File: src/rtl/core/tsv_pkg.sv
// ----------------------------------------------------------------------------
// tsv_pkg
// Shared types, codes and helpers of the tensor shard view calculator.
// ----------------------------------------------------------------------------
package tsv_pkg;

  localparam int MAX_RANK   = 4;
  localparam int QDEPTH     = 2;
  localparam int QPTR_W     = $clog2(QDEPTH);
  localparam int DIV_STEPS  = 16;
  localparam int MOD_W      = 35;

  // Result status codes.
  localparam logic [1:0] ST_OK      = 2'd0;
  localparam logic [1:0] ST_INVALID = 2'd1;
  localparam logic [1:0] ST_VALFAIL = 2'd2;

  // Input kind codes.
  localparam logic [2:0] KIND_Q    = 3'd1;
  localparam logic [2:0] KIND_KV   = 3'd2;
  localparam logic [2:0] KIND_OUT  = 3'd3;
  localparam logic [2:0] KIND_ODIM = 3'd4;
  localparam logic [2:0] KIND_IDIM = 3'd5;
  localparam logic [2:0] KIND_REPL = 3'd6;

  // Shard classes.
  localparam logic [2:0] CLS_UNKNOWN   = 3'd0;
  localparam logic [2:0] CLS_OUT_HEADS = 3'd1;
  localparam logic [2:0] CLS_IN_HEADS  = 3'd2;
  localparam logic [2:0] CLS_OUT_DIM   = 3'd3;
  localparam logic [2:0] CLS_IN_DIM    = 3'd4;
  localparam logic [2:0] CLS_REPL      = 3'd5;

  // Configuration register indexes.
  localparam logic [2:0] CFG_DEGREE   = 3'd0;
  localparam logic [2:0] CFG_RANK     = 3'd1;
  localparam logic [2:0] CFG_HEADS    = 3'd2;
  localparam logic [2:0] CFG_Q_BLK    = 3'd3;
  localparam logic [2:0] CFG_KV_BLK   = 3'd4;
  localparam logic [2:0] CFG_OUT_BLK  = 3'd5;

  // One classified request as it waits for the back end.
  typedef struct packed {
    logic [1:0]        status;
    logic [2:0]        cls;
    logic              split;
    logic              need_div;
    logic [7:0]        ebytes;
    logic [31:0]       dimlen;
    logic [MOD_W-1:0]  modulus;
    logic [31:0]       ext;
    logic [31:0]       off;
    logic [3:0][31:0]  factors;
  } item_t;

  function automatic logic [2:0] class_of(input logic [2:0] kind);
    logic [2:0] c;
    begin
      case (kind)
        KIND_Q, KIND_KV: c = CLS_OUT_HEADS;
        KIND_OUT:        c = CLS_IN_HEADS;
        KIND_ODIM:       c = CLS_OUT_DIM;
        KIND_IDIM:       c = CLS_IN_DIM;
        KIND_REPL:       c = CLS_REPL;
        default:         c = CLS_UNKNOWN;
      endcase
      return c;
    end
  endfunction

endpackage

File: src/rtl/core/tsv_queue.sv
// ----------------------------------------------------------------------------
// tsv_queue
// Short queue of classified requests between front and back end.
// ----------------------------------------------------------------------------
module tsv_queue (
  input  logic            clk,
  input  logic            rst_n,
  input  logic            push,
  input  tsv_pkg::item_t  push_data,
  output logic            full,
  input  logic            pop,
  output tsv_pkg::item_t  pop_data,
  output logic            empty
);
  import tsv_pkg::*;

  item_t                mem [QDEPTH];
  logic [QPTR_W-1:0]    wr_ptr_r;
  logic [QPTR_W-1:0]    rd_ptr_r;
  logic [QPTR_W:0]      count_r;

  assign full     = (count_r == (QPTR_W+1)'(QDEPTH));
  assign empty    = (count_r == '0);
  assign pop_data = mem[rd_ptr_r];

  always_ff @(posedge clk) begin
    if (push) begin
      mem[wr_ptr_r] <= push_data;
    end
  end

  always_ff @(posedge clk) begin
    if (!rst_n) begin
      wr_ptr_r <= '0;
      rd_ptr_r <= '0;
      count_r  <= '0;
    end else begin
      if (push) begin
        wr_ptr_r <= (wr_ptr_r == QPTR_W'(QDEPTH - 1)) ? '0 : wr_ptr_r + 1'b1;
      end
      if (pop) begin
        rd_ptr_r <= (rd_ptr_r == QPTR_W'(QDEPTH - 1)) ? '0 : rd_ptr_r + 1'b1;
      end
      if (push && !pop) begin
        count_r <= count_r + 1'b1;
      end else if (pop && !push) begin
        count_r <= count_r - 1'b1;
      end
    end
  end

endmodule

File: config.mk
export PLATFORM = sky130hd
export DESIGN_NAME = tsv_queue
export DESIGN_NICKNAME = d
export VERILOG_FILES = /design/src/rtl/core/tsv_pkg.sv /design/src/rtl/core/tsv_queue.sv
export SDC_FILE = /design/constraint.sdc
export NUM_CORES = 1
export LEC_CHECK = 0
export BUFFER_PORTS_ARGS = -buffer_cell sky130_fd_sc_hd__buf_2
export CAP_MARGIN = 15
export CORE_ASPECT_RATIO = 0.9
export CORE_MARGIN = 5
export CORE_UTILIZATION = 30
export CTS_CLUSTER_DIAMETER = 100
export DETAILED_ROUTE_END_ITERATION = 8
export GPL_ROUTABILITY_DRIVEN = 1
export MAX_ROUTING_LAYER = met4
export SLEW_MARGIN = 10
export SYNTH_ARGS = -nofsm -noshare
export SYNTH_HDL_FRONTEND = slang
export SYNTH_SLANG_ARGS = --single-unit
File: constraint.sdc
create_clock -name clk -period 23.2 [get_ports clk]
set_clock_uncertainty 0.2 [all_clocks]
set_input_delay 4.64 -clock clk [delete_from_list [all_inputs] [get_ports clk]]
set_output_delay 4.64 -clock clk [all_outputs]
set_load 0.1 [all_outputs]
==> flow_metrics.env <==
export IMPL_wl_per_cell_um=18.88
export IMPL_swShare=0.3223
export IMPL_grt_setup_unrepaired="no"
export IMPL_synthCells=874
export IMPL_fmax_mhz=126.4
export IMPL_clock_sinks=553
export IMPL_die_area_um2=72250
export IMPL_vias=10210
export IMPL_dr_pass1_iters=4
export IMPL_die_h_um=255.5
export IMPL_cp_end_kind="output pin"
export IMPL_areaGrowthSynthToFinish_pct=26.81
export IMPL_report_final_slew_viol_count=0
export IMPL_max_cap_viol_count=0
export IMPL_die_w_um=282.8
export IMPL_grt_max_degree=157
export IMPL_fin_tns_setup_ns=0
export IMPL_vdd_drop_max_uv=58.57
export IMPL_setup_violations=0
export IMPL_min_delay_worst_endpoint="count_r[1]"
export IMPL_clkPwrFrac=0.327
export IMPL_synth_edf_count=548
export IMPL_drc=0
export IMPL_ys_types=16
export IMPL_core_area_um2=66660
export IMPL_rows=90
export IMPL_yosys_top_cells_area="edfxtp_1 (82%), mux2_2 (15%), buf_6 (1.6%)"
export IMPL_grt_pass1_vias=11070
export IMPL_postPlaceCellArea_um2=23730
export IMPL_final_util=0.3822
export IMPL_viasPerCell=4.266
export IMPL_rrSetupSlack_ns=20.08
export IMPL_p_int_mw=1.743
export IMPL_synth_commonest_cells="edfxtp_1 (548), mux2_2 (274), buf_6 (29)"
export IMPL_met2_length_mm=22.35
export IMPL_yosysTopAreaCell="edfxtp_1"
export IMPL_arrival_ns=3.07
export IMPL_syn_avg_cell_area_um2=22.99
export IMPL_antenna_found_initial=13
export IMPL_post_cts_repair_setup_buffers=0
export IMPL_m1WireLength_mm=17.32
export IMPL_slew_headroom=0.3031
export IMPL_combPwrFrac=0.218
export IMPL_worst_setup_path_type="reg2out"
export IMPL_cts_resized=0
export IMPL_power_frac_seq=0.455
export IMPL_cts_htree_levels=2
export IMPL_startpoint_type="flip-flop"
export IMPL_yosysMostFrequentCell="edfxtp_1"
export IMPL_cts_tree="built"
export IMPL_hold_slack_ns=0.3142
export IMPL_final_cell_area_um2=25480
export IMPL_overflow=0
export IMPL_power_density_nw_per_um2=100.9
export IMPL_status="finished, final reports clean"
export IMPL_finalHoldViolCount=0
export IMPL_hold_buffers=0
export IMPL_fin_nets=1744
export IMPL_cts_buffers=57
export IMPL_io_pins=554
export IMPL_fin_crit_ns=7.911
export IMPL_leakage_nw=9.331
export IMPL_place_congestion=0.7852
export IMPL_ys_warn_count=0
export IMPL_synth_top_flop_cell="edfxtp_1"
export IMPL_initial_core_util=0.3014
export IMPL_portBuffers=553
export IMPL_synth_top_area_frac=0.8191
export IMPL_synthArstFlopShare=0
export IMPL_root_buffer="clkbuf_16"
export IMPL_min_period_over_period=0.3410
export IMPL_hold_path_class="reg2reg"
export IMPL_first_iter_violations=502
export IMPL_ys_seq_area_frac=0.8241
export IMPL_worst_slew_pin_slew_ns=1.045
export IMPL_ys_ff_latch=553
export IMPL_path_max_fanout=156
export IMPL_synth_nets=1153
export IMPL_grt_first_pass_wirelength_mm=65.61
export IMPL_maxUsedRoutingLayer="met4"
export IMPL_drt_wl_total_mm=45.18
export IMPL_clk_latency_ns=0.58
export IMPL_ant_nets=0
export IMPL_dr_wl_met3_mm=4.444
export IMPL_place_inst=2280
export IMPL_synthesis_area_um2=20090
export IMPL_timing_rr_start="wr_ptr_r"
export IMPL_dp_hpwl_mm=30.71
export IMPL_r2r_end="mem[1][124]"
export IMPL_grt_usage=0.1214
export IMPL_hold_start="count_r[1]"
export IMPL_stdcell_count=2393
export IMPL_reg2regPathDepth=3
export IMPL_drive_above_1_share=0.6054
export IMPL_worst_endpoint_required_ns=18.36
export IMPL_clkTransAtPathRegs_ns=0.06
export IMPL_hold_depth=2
export IMPL_p_switching_mw=0.8288
export IMPL_cts_buffer_depth=3
[flip-flops by register name (all words and copies together) (netlist names), named ones only]
signal / cells
wr_ptr_r: 1
mem: 548
rd_ptr_r: 1
count_r: 2
[area by class of cell]
type,count,area [µm²]
antenna,11,27.53
clock inverter,21,133.9
multi-input combinational,290,3208
sequential,553,16560
fill,6191,41190
tap,874,1094
clock buffer,81,1589
timing repair buffer,562,2860
inverter,1,3.754
[critical path, stage by stage, from the launching register on]
cell	delay (ns)
dfxtp_4	0.81
buf_12	0.55
mux2_2	0.34
buf_2	0.44
[kinds of logic (layout without fill, tap and decap cells)]
family,count (synthesis),in the layout,synth area share
flops,553,553,0.8241
other cells,0,11,0
buf+inv,31,665,0.01669
compound gates,3,3,0.0009966
xor+xnor,3,3,0.001308
simple gates,9,9,0.002678
fa+ha+maj,1,1,0.0006227
mux,274,274,0.1536
[layout by cell type (no fill, tap or decap), types with 2 or more instances in the layout]
cell and n:
buf_12 2, edfxtp_1 548, and2_1 3, clkinv_1 9, buf_2 553, clkbuf_16 59
clkinv_2 6, diode_2 11, clkinvlp_4 3, clkbuf_8 3, inv_6 2, dfxtp_1 4
nor2b_1 2, mux2_2 274, xor2_1 2, buf_4 7, clkbuf_1 19
[metrics by stage]
stage	power, mW	setup WS (ns)
6_report	2.571	15.29
5_1_grt	2.669	15.06
4_1_cts	2.610	15.12
3_5_place_dp	1.757	15.61
3_3_place_gp	1.752	15.66
2_1_floorplan	1.677	5.537
[worst max-delay path by stage]
stage                         start             to  slack, ns  cells after the start
final                     flip-flop  pop_data[267]      15.29                      3
after global placement         push    mem[0][141]      15.66                      4
after CTS                 flip-flop  pop_data[265]      15.12                      3
after global routing      flip-flop   pop_data[78]      15.06                      3
after detailed placement       push    mem[0][185]      15.61                      4
after floorplan                push       wr_ptr_r       5.54                      2
[power groups by stage]
stage	Combinational, mW	Sequential [mW]	Clock, mW
global route	0.578	1.17	0.917
global placement	0.562	1.19	0
detailed placement	0.565	1.19	0
CTS	0.566	1.17	0.872
floorplan	0.474	1.20	0
finish	0.560	1.17	0.841
[layer usage]
layer  global-route usage  up-vias
li1                     -     4714
met1               0.1349     5032
met2               0.2019      389
met3              0.04889       73
met4              0.03545        0
met5                    -        -
(Power assumes the default switching activity.)
