### src/rtl/core/tsv_pkg.sv
// ----------------------------------------------------------------------------
// tsv_pkg
// Shared types, codes and helpers of the tensor shard view calculator.
// ----------------------------------------------------------------------------
package tsv_pkg;

  localparam int MAX_RANK   = 4;
  localparam int QDEPTH     = 2;
  localparam int QPTR_W     = $clog2(QDEPTH);
  localparam int DIV_STEPS  = 16;
  localparam int MOD_W      = 35;

  // Result status codes.
  localparam logic [1:0] ST_OK      = 2'd0;
  localparam logic [1:0] ST_INVALID = 2'd1;
  localparam logic [1:0] ST_VALFAIL = 2'd2;

  // Input kind codes.
  localparam logic [2:0] KIND_Q    = 3'd1;
  localparam logic [2:0] KIND_KV   = 3'd2;
  localparam logic [2:0] KIND_OUT  = 3'd3;
  localparam logic [2:0] KIND_ODIM = 3'd4;
  localparam logic [2:0] KIND_IDIM = 3'd5;
  localparam logic [2:0] KIND_REPL = 3'd6;

  // Shard classes.
  localparam logic [2:0] CLS_UNKNOWN   = 3'd0;
  localparam logic [2:0] CLS_OUT_HEADS = 3'd1;
  localparam logic [2:0] CLS_IN_HEADS  = 3'd2;
  localparam logic [2:0] CLS_OUT_DIM   = 3'd3;
  localparam logic [2:0] CLS_IN_DIM    = 3'd4;
  localparam logic [2:0] CLS_REPL      = 3'd5;

  // Configuration register indexes.
  localparam logic [2:0] CFG_DEGREE   = 3'd0;
  localparam logic [2:0] CFG_RANK     = 3'd1;
  localparam logic [2:0] CFG_HEADS    = 3'd2;
  localparam logic [2:0] CFG_Q_BLK    = 3'd3;
  localparam logic [2:0] CFG_KV_BLK   = 3'd4;
  localparam logic [2:0] CFG_OUT_BLK  = 3'd5;

  // One classified request as it waits for the back end.
  typedef struct packed {
    logic [1:0]        status;
    logic [2:0]        cls;
    logic              split;
    logic              need_div;
    logic [7:0]        ebytes;
    logic [31:0]       dimlen;
    logic [MOD_W-1:0]  modulus;
    logic [31:0]       ext;
    logic [31:0]       off;
    logic [3:0][31:0]  factors;
  } item_t;

  function automatic logic [2:0] class_of(input logic [2:0] kind);
    logic [2:0] c;
    begin
      case (kind)
        KIND_Q, KIND_KV: c = CLS_OUT_HEADS;
        KIND_OUT:        c = CLS_IN_HEADS;
        KIND_ODIM:       c = CLS_OUT_DIM;
        KIND_IDIM:       c = CLS_IN_DIM;
        KIND_REPL:       c = CLS_REPL;
        default:         c = CLS_UNKNOWN;
      endcase
      return c;
    end
  endfunction

endpackage

### src/rtl/core/tsv_back.sv
// ----------------------------------------------------------------------------
// tsv_back
// Divisibility check and byte product of one request, then the result stage.
// ----------------------------------------------------------------------------
module tsv_back (
  input  logic            clk,
  input  logic            rst_n,
  input  logic            q_empty,
  input  tsv_pkg::item_t  q_data,
  output logic            q_pop,
  output logic            out_valid,
  input  logic            out_ready,
  output logic [1:0]      out_status,
  output logic [2:0]      out_shard_kind,
  output logic            out_split_dim,
  output logic [31:0]     out_slice_offset,
  output logic [31:0]     out_slice_extent,
  output logic [63:0]     out_slice_bytes
);
  import tsv_pkg::*;

  typedef enum logic [1:0] {S_IDLE, S_RUN, S_HOLD} state_t;

  state_t            state_r;
  item_t             it_r;
  logic [3:0]        cnt_r;
  logic [MOD_W-1:0]  rem_r;
  logic [31:0]       quo_r;
  logic [63:0]       acc_r;
  logic [63:0]       p_r;

  logic [31:0]       factor;
  logic [31:0]       hi_prod;
  logic [MOD_W-1:0]  rem_a;
  logic [MOD_W-1:0]  rem_b;
  logic [1:0]        fin_status;
  logic              slot_free;
  logic              out_valid_nxt;

  // One restoring step; the remainder stays below the modulus.
  function automatic logic [MOD_W-1:0] div_step(input logic [MOD_W-1:0] r,
                                                input logic b,
                                                input logic [MOD_W-1:0] m);
    logic [MOD_W:0] t;
    begin
      t = {r, b};
      if (t >= {1'b0, m}) begin
        t = t - {1'b0, m};
      end
      return t[MOD_W-1:0];
    end
  endfunction

  assign factor    = it_r.factors[cnt_r[2:1]];
  assign hi_prod   = 32'(acc_r[63:32] * factor);
  assign rem_a     = div_step(rem_r, quo_r[31], it_r.modulus);
  assign rem_b     = div_step(rem_a, quo_r[30], it_r.modulus);
  assign slot_free = !out_valid || out_ready;
  assign q_pop     = (state_r == S_IDLE) && !q_empty;

  // The output register loads from the hold state or keeps an unaccepted result.
  assign out_valid_nxt = ((state_r == S_HOLD) && slot_free) || (out_valid && !out_ready);

  always_comb begin
    if (it_r.status != ST_OK) begin
      fin_status = it_r.status;
    end else if (it_r.need_div && rem_r != '0) begin
      fin_status = ST_INVALID;
    end else begin
      fin_status = ST_OK;
    end
  end

  always_ff @(posedge clk) begin
    if (!rst_n) begin
      state_r   <= S_IDLE;
      out_valid <= 1'b0;
      cnt_r     <= '0;
    end else begin
      out_valid <= out_valid_nxt;
      unique case (state_r)
        S_IDLE: begin
          if (!q_empty) begin
            it_r    <= q_data;
            cnt_r   <= '0;
            rem_r   <= '0;
            quo_r   <= q_data.dimlen;
            acc_r   <= {56'd0, q_data.ebytes};
            state_r <= S_RUN;
          end
        end
        S_RUN: begin
          rem_r <= rem_b;
          quo_r <= {quo_r[29:0], 2'b00};
          // Four factors, each as a low half product, then a high half add.
          if (cnt_r[3] == 1'b0) begin
            if (cnt_r[0] == 1'b0) begin
              p_r <= acc_r[31:0] * factor;
            end else begin
              acc_r <= p_r + {hi_prod, 32'd0};
            end
          end
          cnt_r <= cnt_r + 4'd1;
          if (cnt_r == 4'(DIV_STEPS - 1)) begin
            state_r <= S_HOLD;
          end
        end
        S_HOLD: begin
          if (slot_free) begin
            out_status       <= fin_status;
            out_shard_kind   <= it_r.cls;
            if (fin_status == ST_OK) begin
              out_split_dim    <= it_r.split;
              out_slice_offset <= it_r.off;
              out_slice_extent <= it_r.ext;
              out_slice_bytes  <= acc_r;
            end else begin
              out_split_dim    <= 1'b0;
              out_slice_offset <= '0;
              out_slice_extent <= '0;
              out_slice_bytes  <= '0;
            end
            state_r <= S_IDLE;
          end
        end
        default: state_r <= S_IDLE;
      endcase
    end
  end

endmodule

### config.mk
export PLATFORM = sky130hd
export DESIGN_NAME = tsv_back
export DESIGN_NICKNAME = d
export VERILOG_FILES = /design/src/rtl/core/tsv_pkg.sv /design/src/rtl/core/tsv_back.sv
export SDC_FILE = /design/constraint.sdc
export NUM_CORES = 2
export LEC_CHECK = 0
export ABC_AREA = 1
export BUFFER_PORTS_ARGS = -buffer_cell sky130_fd_sc_hd__buf_2
export CAP_MARGIN = 20
export CORE_ASPECT_RATIO = 1.2
export CORE_UTILIZATION = 25
export CTS_BUF_LIST = sky130_fd_sc_hd__clkbuf_4 sky130_fd_sc_hd__clkbuf_8
export CTS_CLUSTER_DIAMETER = 150
export DETAILED_ROUTE_END_ITERATION = 16
export PLACE_DENSITY = 0.41
export SLEW_MARGIN = 15
export SYNTH_ARGS = -nofsm -noshare
export SYNTH_HDL_FRONTEND = slang
export SYNTH_SLANG_ARGS = --single-unit
### constraint.sdc
create_clock -name clk -period 13 [get_ports clk]
set_clock_uncertainty 0.1 [all_clocks]
set_input_delay 1.3 -clock clk [delete_from_list [all_inputs] [get_ports clk]]
set_output_delay 1.3 -clock clk [all_outputs]
set_load 0.01 [all_outputs]
==> out/summary.txt <==
Setup crit start = cnt_r[1]$_SDFFE_PN0P_
Initial Utilization = 0.252
Rows = 219
total routed wirelength = 302 mm
Multi-input gate area = 0.0491 mm^2
number of antenna violations at the first check in global routing = 34
vias = 58500
WP data required = 13620 ps
maximum fanout along the worst path = 28
TritonCTS Buffers = 116
post-synthesis sequential area ratio = 0.228
Vias/cell = 4.56
first-pass iteration count of the detailed router = 8
nets@finish = 10800
vias in the first global route = 64300
Reg-to-Reg Start = cnt_r[1]$_SDFFE_PN0P_
CP max stage cell = nor4_1
Max Cap Viol = 0
CP Capture Type = register
slew margin rel. = 0.242
Buffers on Ports = 413
total congestion overflow = 0
Placer Congestion = 0.944
Core ar. = 0.297 mm^2
Max Clock Freq = 94.4 MHz
Critical Path Start Type = register
area of the mapped netlist = 0.0747 mm^2
H-tree depth = 3
WP buf/inv = 12
syn_nets = 10500
status = completed
# setup viols final = 0
period utilization = 0.815
DIE AREA = 0.301 mm^2
Hold Crit Class = register to register
delay-heaviest family, CP = adder cells
clk buf depth = 3
worst skew pair latency = 940 ps
Die X = 501 um
Reg area = 0.0170 mm^2
Final min period = 10600 ps
CTS clk-pin slew, worst paths = 80 ps
Syn Inst Count = 8405
actual slew at the worst max-slew pin = 1140 ps
CTS tree = done
DRC viols = 0
first-pass GRT wire length = 438 mm
Primary FF master, synth = edfxtp_1
unrepaired setup endpoints after global routing = no
Initial DRC Count = 3771
#FFs+latches synth = 570
postcts setup bufs = 0
CTS resizes = 0
average wire per standard cell = 23.5 um
layout cell share with drive strength beyond 1 = 0.0917
hold wc startpoint = it_r[269]$_DFFE_PP_
GRT Util Overall = 0.202
slowest cell delay on critical path = 800 ps
Area Overhead vs Synth = 12.6%
Mean Syn Cell Area = 8.89 um^2
kind of critical path = register to register
CTS root buffer = clkbuf_8
Post-synth EDFFs = 563
Synth Warn # = 0
final hold vios = 0
fin. max-slew vios = 0
Post-synth ARST share = 0
Post-CTS Hold Fix Bufs = 0
Die Ht = 601 um
Top Ports = 414
DP HPWL = 237 mm
critical path arrival = 11220 ps
CTS Sinks = 570
setup tns final = 0 ps
largest net degree at the start of global routing = 74
# fillers = 32100
Unique masters post-synth = 53
Post-DRT Antenna Nets = 0
## routing by layer
metal / part of all wire / track usage / vias to the layer above
met5: 0.00048 / 0 / -
met4: 0.055 / 0.0944 / 22
met3: 0.053 / 0.0304 / 605
met2: 0.51 / 0.367 / 1863
met1: 0.38 / 0.229 / 30000
li1: - / - / 25900
## stage by stage
step	hold slack, ps	utilization	std cells	setup WS (ps)	instance area (um^2)
final	327	0.283	12800	2400	84100
after global routing	340	0.283	12800	1890	84100
after CTS	326	0.283	12800	2450	84100
after detailed placement	311	0.274	12600	2500	81500
after global placement	301	0.274	12600	2490	81500
after floorplan	300	-	8405	862	74700
## final timing paths
path                                      end  slack (ps)  cells past startpoint
hold reg to reg   out_shard_kind[0]$_DFFE_PP_         330                      0
setup reg to reg            p_r[50]$_DFFE_PP_        2400                     33
setup / recovery            p_r[50]$_DFFE_PP_        2400                     33
hold / removal    out_shard_kind[0]$_DFFE_PP_         330                      0
## cell usage after synthesis (7+ instances only)
cell / instances / area share
o31ai_1: 9 / 0.00090
o221ai_1: 9 / 0.0011
a31oi_1: 52 / 0.0044
nand2_1: 1801 / 0.090
fa_1: 1307 / 0.35
nand3b_1: 10 / 0.0010
o211ai_1: 9 / 0.00090
nand4_1: 52 / 0.0044
buf_4: 7 / 0.00070
ha_1: 490 / 0.082
o21a_1: 38 / 0.0038
edfxtp_1: 563 / 0.23
nor3_1: 24 / 0.0016
xnor2_1: 75 / 0.0088
xor2_1: 90 / 0.011
inv_2: 21 / 0.0011
a21oi_1: 256 / 0.017
clkbuf_1: 242 / 0.012
nor2_1: 919 / 0.046
o21bai_1: 15 / 0.0015
inv_1: 1882 / 0.095
a21boi_0: 11 / 0.0011
a21o_1: 12 / 0.0012
nor4_1: 23 / 0.0019
nand2_2: 12 / 0.0010
nand3_1: 165 / 0.011
o21ai_1: 9 / 0.00060
dfxtp_1: 7 / 0.0019
o21ai_0: 145 / 0.0097
buf_2: 20 / 0.0013
buf_1: 62 / 0.0031
clkinv_1: 23 / 0.0012
## cells in the final DEF (no fill, tap or decap), types with 9 or more instances in the layout
| cell type | instances |
|---|---|
| a21boi_0 | 11 |
| a21o_1 | 12 |
| a21oi_1 | 256 |
| a31oi_1 | 52 |
| buf_2 | 413 |
| buf_4 | 136 |
| bufinv_16 | 11 |
| clkbuf_4 | 23 |
| clkbuf_8 | 123 |
| clkinv_1 | 40 |
| clkinv_2 | 16 |
| clkinvlp_4 | 9 |
| edfxtp_1 | 563 |
| fa_1 | 1307 |
| ha_1 | 490 |
| inv_1 | 1881 |
| inv_2 | 21 |
| nand2_1 | 1799 |
| nand2_2 | 14 |
| nand3_1 | 165 |
| nand3b_1 | 10 |
| nand4_1 | 52 |
| nor2_1 | 915 |
| nor3_1 | 23 |
| nor4_1 | 23 |
| o211ai_1 | 9 |
| o21a_1 | 38 |
| o21ai_0 | 145 |
| o21ai_1 | 9 |
| o21bai_1 | 15 |
| o221ai_1 | 9 |
| o31ai_1 | 9 |
| xnor2_1 | 75 |
| xor2_1 | 90 |
## registers in the layout (all words and copies together), names as in the netlist
| register | cells |
|---|---|
| acc_r | 64 |
| rem_r | 35 |
| out_slice_extent | 32 |
| out_slice_offset | 32 |
| out_status | 2 |
| out_shard_kind | 3 |
| p_r | 64 |
| state_r | 2 |
| it_r | 234 |
| out_slice_bytes | 64 |
| out_split_dim | 1 |
| quo_r | 32 |
| cnt_r | 4 |
| out_valid | 1 |
## logic make-up after synthesis
family | after synthesis | synth area share
AND/OR/NAND/NOR | 3017 | 0.159
buffers and inverters | 2263 | 0.115
flip-flops | 570 | 0.228
XOR/XNOR | 169 | 0.0206
adder cells (fa/ha/maj) | 1797 | 0.432
AO/OA/AOI/OAI | 589 | 0.0453
## cell type report
class | count | area share
multi-input cells | 5572 | 0.584
flip-flops and latches | 570 | 0.203
inverters | 1927 | 0.0860
well taps | 3978 | 0.0592
repair buffers | 549 | 0.0367
clock buffers | 146 | 0.0222
clock inverters | 68 | 0.00912
diodes | 2 | 0.0000595
Power is left out: the tool's default activity adds up to more than one toggle a clock period on the data nets, which glitch-free logic cannot reach.
