## config.mk

```make
export PLATFORM = sky130hd
export DESIGN_NAME = tsv_front
export DESIGN_NICKNAME = d
export VERILOG_FILES = /design/src/rtl/core/tsv_pkg.sv /design/src/rtl/core/tsv_front.sv
export SDC_FILE = /design/constraint.sdc
export NUM_CORES = 1
export LEC_CHECK = 0
export ABC_AREA = 1
export CAP_MARGIN = 20
export CORE_MARGIN = 2
export CORE_UTILIZATION = 36
export CTS_BUF_LIST = sky130_fd_sc_hd__clkbuf_16
export DETAILED_ROUTE_END_ITERATION = 7
export DONT_BUFFER_PORTS = 1
export PLACE_DENSITY = 0.55
export SLEW_MARGIN = 10
export SYNTH_ARGS = -nofsm -noshare
export SYNTH_HDL_FRONTEND = slang
export SYNTH_SLANG_ARGS = --single-unit
```

## constraint.sdc

```tcl
create_clock -name clk -period 5 [get_ports clk]
set_clock_uncertainty 0.2 [all_clocks]
set_input_delay 0.5 -clock clk [delete_from_list [all_inputs] [get_ports clk]]
set_output_delay 0.5 -clock clk [all_outputs]
set_load 0.1 [all_outputs]
```

## src/rtl/core/tsv_pkg.sv

```systemverilog
// ----------------------------------------------------------------------------
// tsv_pkg
// Shared types, codes and helpers of the tensor shard view calculator.
// ----------------------------------------------------------------------------
package tsv_pkg;

  localparam int MAX_RANK   = 4;
  localparam int QDEPTH     = 2;
  localparam int QPTR_W     = $clog2(QDEPTH);
  localparam int DIV_STEPS  = 16;
  localparam int MOD_W      = 35;

  // Result status codes.
  localparam logic [1:0] ST_OK      = 2'd0;
  localparam logic [1:0] ST_INVALID = 2'd1;
  localparam logic [1:0] ST_VALFAIL = 2'd2;

  // Input kind codes.
  localparam logic [2:0] KIND_Q    = 3'd1;
  localparam logic [2:0] KIND_KV   = 3'd2;
  localparam logic [2:0] KIND_OUT  = 3'd3;
  localparam logic [2:0] KIND_ODIM = 3'd4;
  localparam logic [2:0] KIND_IDIM = 3'd5;
  localparam logic [2:0] KIND_REPL = 3'd6;

  // Shard classes.
  localparam logic [2:0] CLS_UNKNOWN   = 3'd0;
  localparam logic [2:0] CLS_OUT_HEADS = 3'd1;
  localparam logic [2:0] CLS_IN_HEADS  = 3'd2;
  localparam logic [2:0] CLS_OUT_DIM   = 3'd3;
  localparam logic [2:0] CLS_IN_DIM    = 3'd4;
  localparam logic [2:0] CLS_REPL      = 3'd5;

  // Configuration register indexes.
  localparam logic [2:0] CFG_DEGREE   = 3'd0;
  localparam logic [2:0] CFG_RANK     = 3'd1;
  localparam logic [2:0] CFG_HEADS    = 3'd2;
  localparam logic [2:0] CFG_Q_BLK    = 3'd3;
  localparam logic [2:0] CFG_KV_BLK   = 3'd4;
  localparam logic [2:0] CFG_OUT_BLK  = 3'd5;

  // One classified request as it waits for the back end.
  typedef struct packed {
    logic [1:0]        status;
    logic [2:0]        cls;
    logic              split;
    logic              need_div;
    logic [7:0]        ebytes;
    logic [31:0]       dimlen;
    logic [MOD_W-1:0]  modulus;
    logic [31:0]       ext;
    logic [31:0]       off;
    logic [3:0][31:0]  factors;
  } item_t;

  function automatic logic [2:0] class_of(input logic [2:0] kind);
    logic [2:0] c;
    begin
      case (kind)
        KIND_Q, KIND_KV: c = CLS_OUT_HEADS;
        KIND_OUT:        c = CLS_IN_HEADS;
        KIND_ODIM:       c = CLS_OUT_DIM;
        KIND_IDIM:       c = CLS_IN_DIM;
        KIND_REPL:       c = CLS_REPL;
        default:         c = CLS_UNKNOWN;
      endcase
      return c;
    end
  endfunction

endpackage

```

## src/rtl/core/tsv_front.sv

```systemverilog
// ----------------------------------------------------------------------------
// tsv_front
// Configuration registers and classification of incoming descriptors.
// ----------------------------------------------------------------------------
module tsv_front (
  input  logic                clk,
  input  logic                rst_n,
  input  logic                cfg_valid,
  input  logic [2:0]          cfg_index,
  input  logic [31:0]         cfg_data,
  input  logic [2:0]          tensor_kind,
  input  logic [2:0]          tensor_rank,
  input  logic [7:0]          element_bytes,
  input  logic [31:0]         dim_size_0,
  input  logic [31:0]         dim_size_1,
  input  logic [31:0]         dim_size_2,
  input  logic [31:0]         dim_size_3,
  output tsv_pkg::item_t      item
);
  import tsv_pkg::*;

  logic [3:0]  degree_r;
  logic [2:0]  rank_r;
  logic [9:0]  heads_r;
  logic [31:0] q_blk_r;
  logic [31:0] kv_blk_r;
  logic [31:0] out_blk_r;

  always_ff @(posedge clk) begin
    if (!rst_n) begin
      degree_r  <= 4'd1;
      rank_r    <= 3'd0;
      heads_r   <= 10'd64;
      q_blk_r   <= 32'd1;
      kv_blk_r  <= 32'd1;
      out_blk_r <= 32'd1;
    end else if (cfg_valid) begin
      case (cfg_index)
        CFG_DEGREE:  degree_r  <= cfg_data[3:0];
        CFG_RANK:    rank_r    <= cfg_data[2:0];
        CFG_HEADS:   heads_r   <= cfg_data[9:0];
        CFG_Q_BLK:   q_blk_r   <= cfg_data;
        CFG_KV_BLK:  kv_blk_r  <= cfg_data;
        CFG_OUT_BLK: out_blk_r <= cfg_data;
        default: ;
      endcase
    end
  end

  logic        deg_ok;
  logic [1:0]  lg;
  logic [31:0] block;
  logic [31:0] dimlen;
  logic [31:0] ext;

  always_comb begin
    unique case (degree_r)
      4'd1: begin deg_ok = 1'b1; lg = 2'd0; end
      4'd2: begin deg_ok = 1'b1; lg = 2'd1; end
      4'd4: begin deg_ok = 1'b1; lg = 2'd2; end
      4'd8: begin deg_ok = 1'b1; lg = 2'd3; end
      default: begin deg_ok = 1'b0; lg = 2'd0; end
    endcase
  end

  always_comb begin
    item          = '0;
    item.cls      = class_of(tensor_kind);
    item.ebytes   = element_bytes;
    item.status   = ST_OK;
    item.split    = (item.cls == CLS_IN_HEADS) || (item.cls == CLS_IN_DIM);
    case (tensor_kind)
      KIND_Q:   block = q_blk_r;
      KIND_KV:  block = kv_blk_r;
      KIND_OUT: block = out_blk_r;
      default:  block = 32'd1;
    endcase
    dimlen = item.split ? dim_size_1 : dim_size_0;
    ext    = dimlen >> lg;

    if (!deg_ok) begin
      item.status = ST_INVALID;
    end else if ({1'b0, rank_r} >= degree_r) begin
      item.status = ST_INVALID;
    end else if (heads_r == 10'd0 || (heads_r[3:0] & (degree_r - 4'd1)) != 4'd0) begin
      item.status = ST_INVALID;
    end else if ({1'b0, tensor_rank} > 4'(MAX_RANK)) begin
      item.status = ST_INVALID;
    end else if (degree_r == 4'd1 || item.cls == CLS_REPL) begin
      // Whole tensor: product of the used dimensions, unused factors are one.
      item.split      = 1'b0;
      item.ext        = dim_size_0;
      item.factors[0] = (tensor_rank > 3'd0) ? dim_size_0 : 32'd1;
      item.factors[1] = (tensor_rank > 3'd1) ? dim_size_1 : 32'd1;
      item.factors[2] = (tensor_rank > 3'd2) ? dim_size_2 : 32'd1;
      item.factors[3] = (tensor_rank > 3'd3) ? dim_size_3 : 32'd1;
    end else if (item.cls == CLS_UNKNOWN) begin
      item.status = ST_VALFAIL;
    end else if (tensor_rank < 3'd2) begin
      item.status = ST_INVALID;
    end else if (block == 32'd0) begin
      item.status = ST_INVALID;
    end else begin
      // Whole blocks shared equally: dimlen must be a multiple of block * degree.
      item.need_div   = 1'b1;
      item.dimlen     = dimlen;
      item.modulus    = {3'd0, block} << lg;
      item.ext        = ext;
      item.off        = 32'(ext * rank_r);
      item.factors[0] = item.split ? dim_size_0 : dim_size_1;
      item.factors[1] = (tensor_rank > 3'd2) ? dim_size_2 : 32'd1;
      item.factors[2] = (tensor_rank > 3'd3) ? dim_size_3 : 32'd1;
      item.factors[3] = ext;
    end
    if (item.status != ST_OK) begin
      item.split = 1'b0;
    end
  end

endmodule

```

==> key figures <==
Status
  – Outcome: finished, violations left
  – Failing checks: setup timing

Placed design
  – GPL Wtd Cong: 0.942
  – Post-detail-place hpwl: 49500 um
  – Post-Place Cell Area: 20900 um2
  – I/O Buffers: 0
  – Place WS: -0.266 ns

Clock network
  – TritonCTS buffer count: 17
  – CTS tree: yes
  – CTS max path bufs: 2
  – H-tree depth: 4
  – Clock Tree Root: clkbuf_16
  – Reg clk slew, reported paths: 0.05 ns
  – Worst skew pair latency: 0.40 ns
  – Clock sinks: 113

Timing
  – Unrepaired setup endpoints after global routing: yes
  – Crit path time final: 5.05 ns
  – Slew HR: 28.0%
  – Fmax: 0.198 GHz
  – Fin. Hold Viols: 0
  – Final Cycle Share: 101%
  – Hold Slack: 0.0223 ns
  – Max Slew Vio Count: 0
  – Worst Tran Pin Value: 1.08 ns
  – # setup viols final: 6
  – Setup Total Neg Slack: -0.143 ns
  – Final WS setup: -0.0547 ns

Synth
  – Share of the synthesized area in the top cell type: 16.7%
  – Synth area leader: dfxtp_1
  – Mapped Cells: 2473
  – Post-Syn Nets: 2720
  – Seq/Total Area, Yosys: 16.7%
  – Synth top area cells: dfxtp_1, nand2_1, nor2_1
  – Synth Register Bits: 113
  – Ys Warns: 0
  – Mapped cell area: 13600 um2
  – Synth unique cells: 42
  – Mean Syn Cell Area: 5.48 um2

Worst hold path
  – Hold path cells: 2
  – HP Class: input pin to flop
  – Hold_sp: cfg_data[6]
  – Hold Path Sink: heads_r[6]

Cells and area
  – Register area: 2270 um2
  – Commonest non-fill, non-tap cell in the layout: nand2_1
  – Final Cell Area: 23500 um2
  – Most frequent cells in the layout: nand2_1, nor2_1, buf_4, inv_1, buf_12
  – # fillers: 3239
  – Area Overhead vs Synth: 73.5%
  – Util after Layout: 62.9%
  – Layout cells sized above 1: 37.1%
  – Multi-input gate area: 12000 um2
  – Nets: 3055

Worst setup path
  – R2r endpoint: rank_r[0]
  – Reg-to-reg slack, setup: 3.65 ns
  – Worst flop-to-flop path startpoint: rank_r[0]
  – CP startpoint kind: flop
  – Critical Path AT: 4.35 ns
  – Reg2reg path depth: 3
  – CP Data Required Time: 4.30 ns
  – Max incr delay on CP: 0.54 ns
  – Slowest stage cell, crit path: fa_1
  – Crit-path max FO: 7
  – Crit path launch: degree_r[1]
  – CP dominant cell by count: nand2_1
  – Setup crit end kind: output pin
  – CP Class: flop to output pin

Detailed routing
  – TritonRoute pass-1 iters: 6
  – DR vias: 18443
  – # DRC: 0
  – Final ANT Viol Nets: 0
  – Drt wl/cell: 19.9 um
  – Total Wirelength: 66300 um
  – Initial DRC count: 1544
  – Vias per inst: 5.53

Floorplan
  – FP Rows: 71
  – Die area: 39200 um2
  – Die Ht: 198 um
  – Starting Density: 36.3%
  – Die X: 198 um
  – I/O pin count: 454
  – Core box area: 37400 um2

GRT
  – Total gr overflow: 0
  – First-pass GRT wire length: 98200 um
  – Vias in the first global route: 17395
  – Total track usage: 31.9%
  – Initial antenna violation count: 2
  – Largest net degree at the start of global routing: 110

Pwr
  – Power per Cell Area: 240 nW/um2
  – Leakage: 9.86 nW
  – Worst VDD drop: 0.000407 V

Run
  – Max-cap violations: 0
==> registers in the layout, indices dropped and copies added (netlist names) <==
| register | cells |
|---|---|
| degree_r | 4 |
| heads_r | 10 |
| kv_blk_r | 32 |
| out_blk_r | 32 |
| q_blk_r | 32 |
| rank_r | 3 |
==> cell type report <==
type	instances	share of cell area [%]
Timing Repair Buffer	500	29.5
Clock buffer	17	1.81
Clock inverter	15	0.925
Tap cell	511	2.72
Inverter	274	4.47
Multi-Input combinational cell	1902	50.9
Sequential cell	113	9.63
Antenna cell	2	0.0213
==> synth_stat cells (all sizes together) <==
library cell / number
a31o: 1
dfxtp: 113
clkbuf: 131
xnor2: 11
nor3b: 2
a21boi: 3
a21o: 6
o221ai: 1
inv: 268
o21ai: 240
ha: 37
and2: 1
nor2: 434
conb: 1
nand2: 523
o211ai: 3
o21bai: 4
xor2: 9
or2: 6
nor3: 57
nor4: 1
o211a: 1
mux2i: 21
nand3: 169
o31ai: 3
a31oi: 4
o21a: 3
nand4: 45
fa: 30
a221oi: 1
buf: 53
o22ai: 64
clkinv: 6
a21oi: 221
==> metrics by stage <==
stage | total power [mW] | cells
after global routing | 5.84 | 3334
after detailed placement | 4.16 | 3232
final | 5.66 | 3334
after floorplan | 2.98 | 2473
after global placement | 4.15 | 3232
after CTS | 5.55 | 3311
==> worst max-delay path: cells and delay by family, from the launching register on <==
kind / cells / cell delay (ns)
adders and majority gates: 3 / 0.96
and+or+nand+nor: 12 / 1.08
muxes: 1 / 0.27
xor gates and xnor gates: 1 / 0.28
buffers and inverters: 5 / 0.53
AOI/OAI and AO/OA: 3 / 0.44
DFF: 1 / 0.35
==> metal layers <==
layer | wire (um) | GRT usage (%) | vias up
met5 | 13 | 0 | -
met4 | 3250 | 15.3 | 2
met3 | 5640 | 7.55 | 211
met2 | 32900 | 54.6 | 917
met1 | 24500 | 37.3 | 8616
li1 | - | - | 8697
==> where the power goes <==
part	switching (mW)	internal, mW	total (mW)
logic	2.34	1.08	3.42
registers	0.0112	0.934	0.945
clock network	0.416	0.879	1.30
==> repair_timing <==
| item | 4_1_cts | 5_1_grt |
|---|---|---|
| resized for setup | 153 | 183 |
| hold endpoints to repair | 5 | 0 |
| setup buffers | 42 | 28 |
| cloned | 4 | 0 |
| pin swaps | 52 | 100 |
| setup endpoints to repair | 23 | 27 |
| hold buffers | 1 | 0 |
==> how the worst max path moves through the flow <==
| stage | cells past startpoint | to |
|---|---|---|
| after floorplan | 25 | item[149] |
| after global placement | 23 | item[159] |
| after detailed placement | 23 | item[159] |
| after CTS | 23 | item[159] |
| after global routing | 26 | item[147] |
| final | 25 | item[147] |
==> logic make-up (layout without fill, tap and decap cells) <==
family | after synthesis | after routing | synth area share (%)
AOI/OAI and AO/OA | 555 | 555 | 21.6
xor gates and xnor gates | 20 | 20 | 1.29
adders and majority gates | 67 | 67 | 7.84
buffers and inverters | 458 | 806 | 13.4
DFF | 113 | 113 | 16.7
muxes | 21 | 21 | 1.55
other | 1 | 3 | 0.0276
and+or+nand+nor | 1238 | 1238 | 37.6
Note: power is estimated with default switching activity, not from simulation.
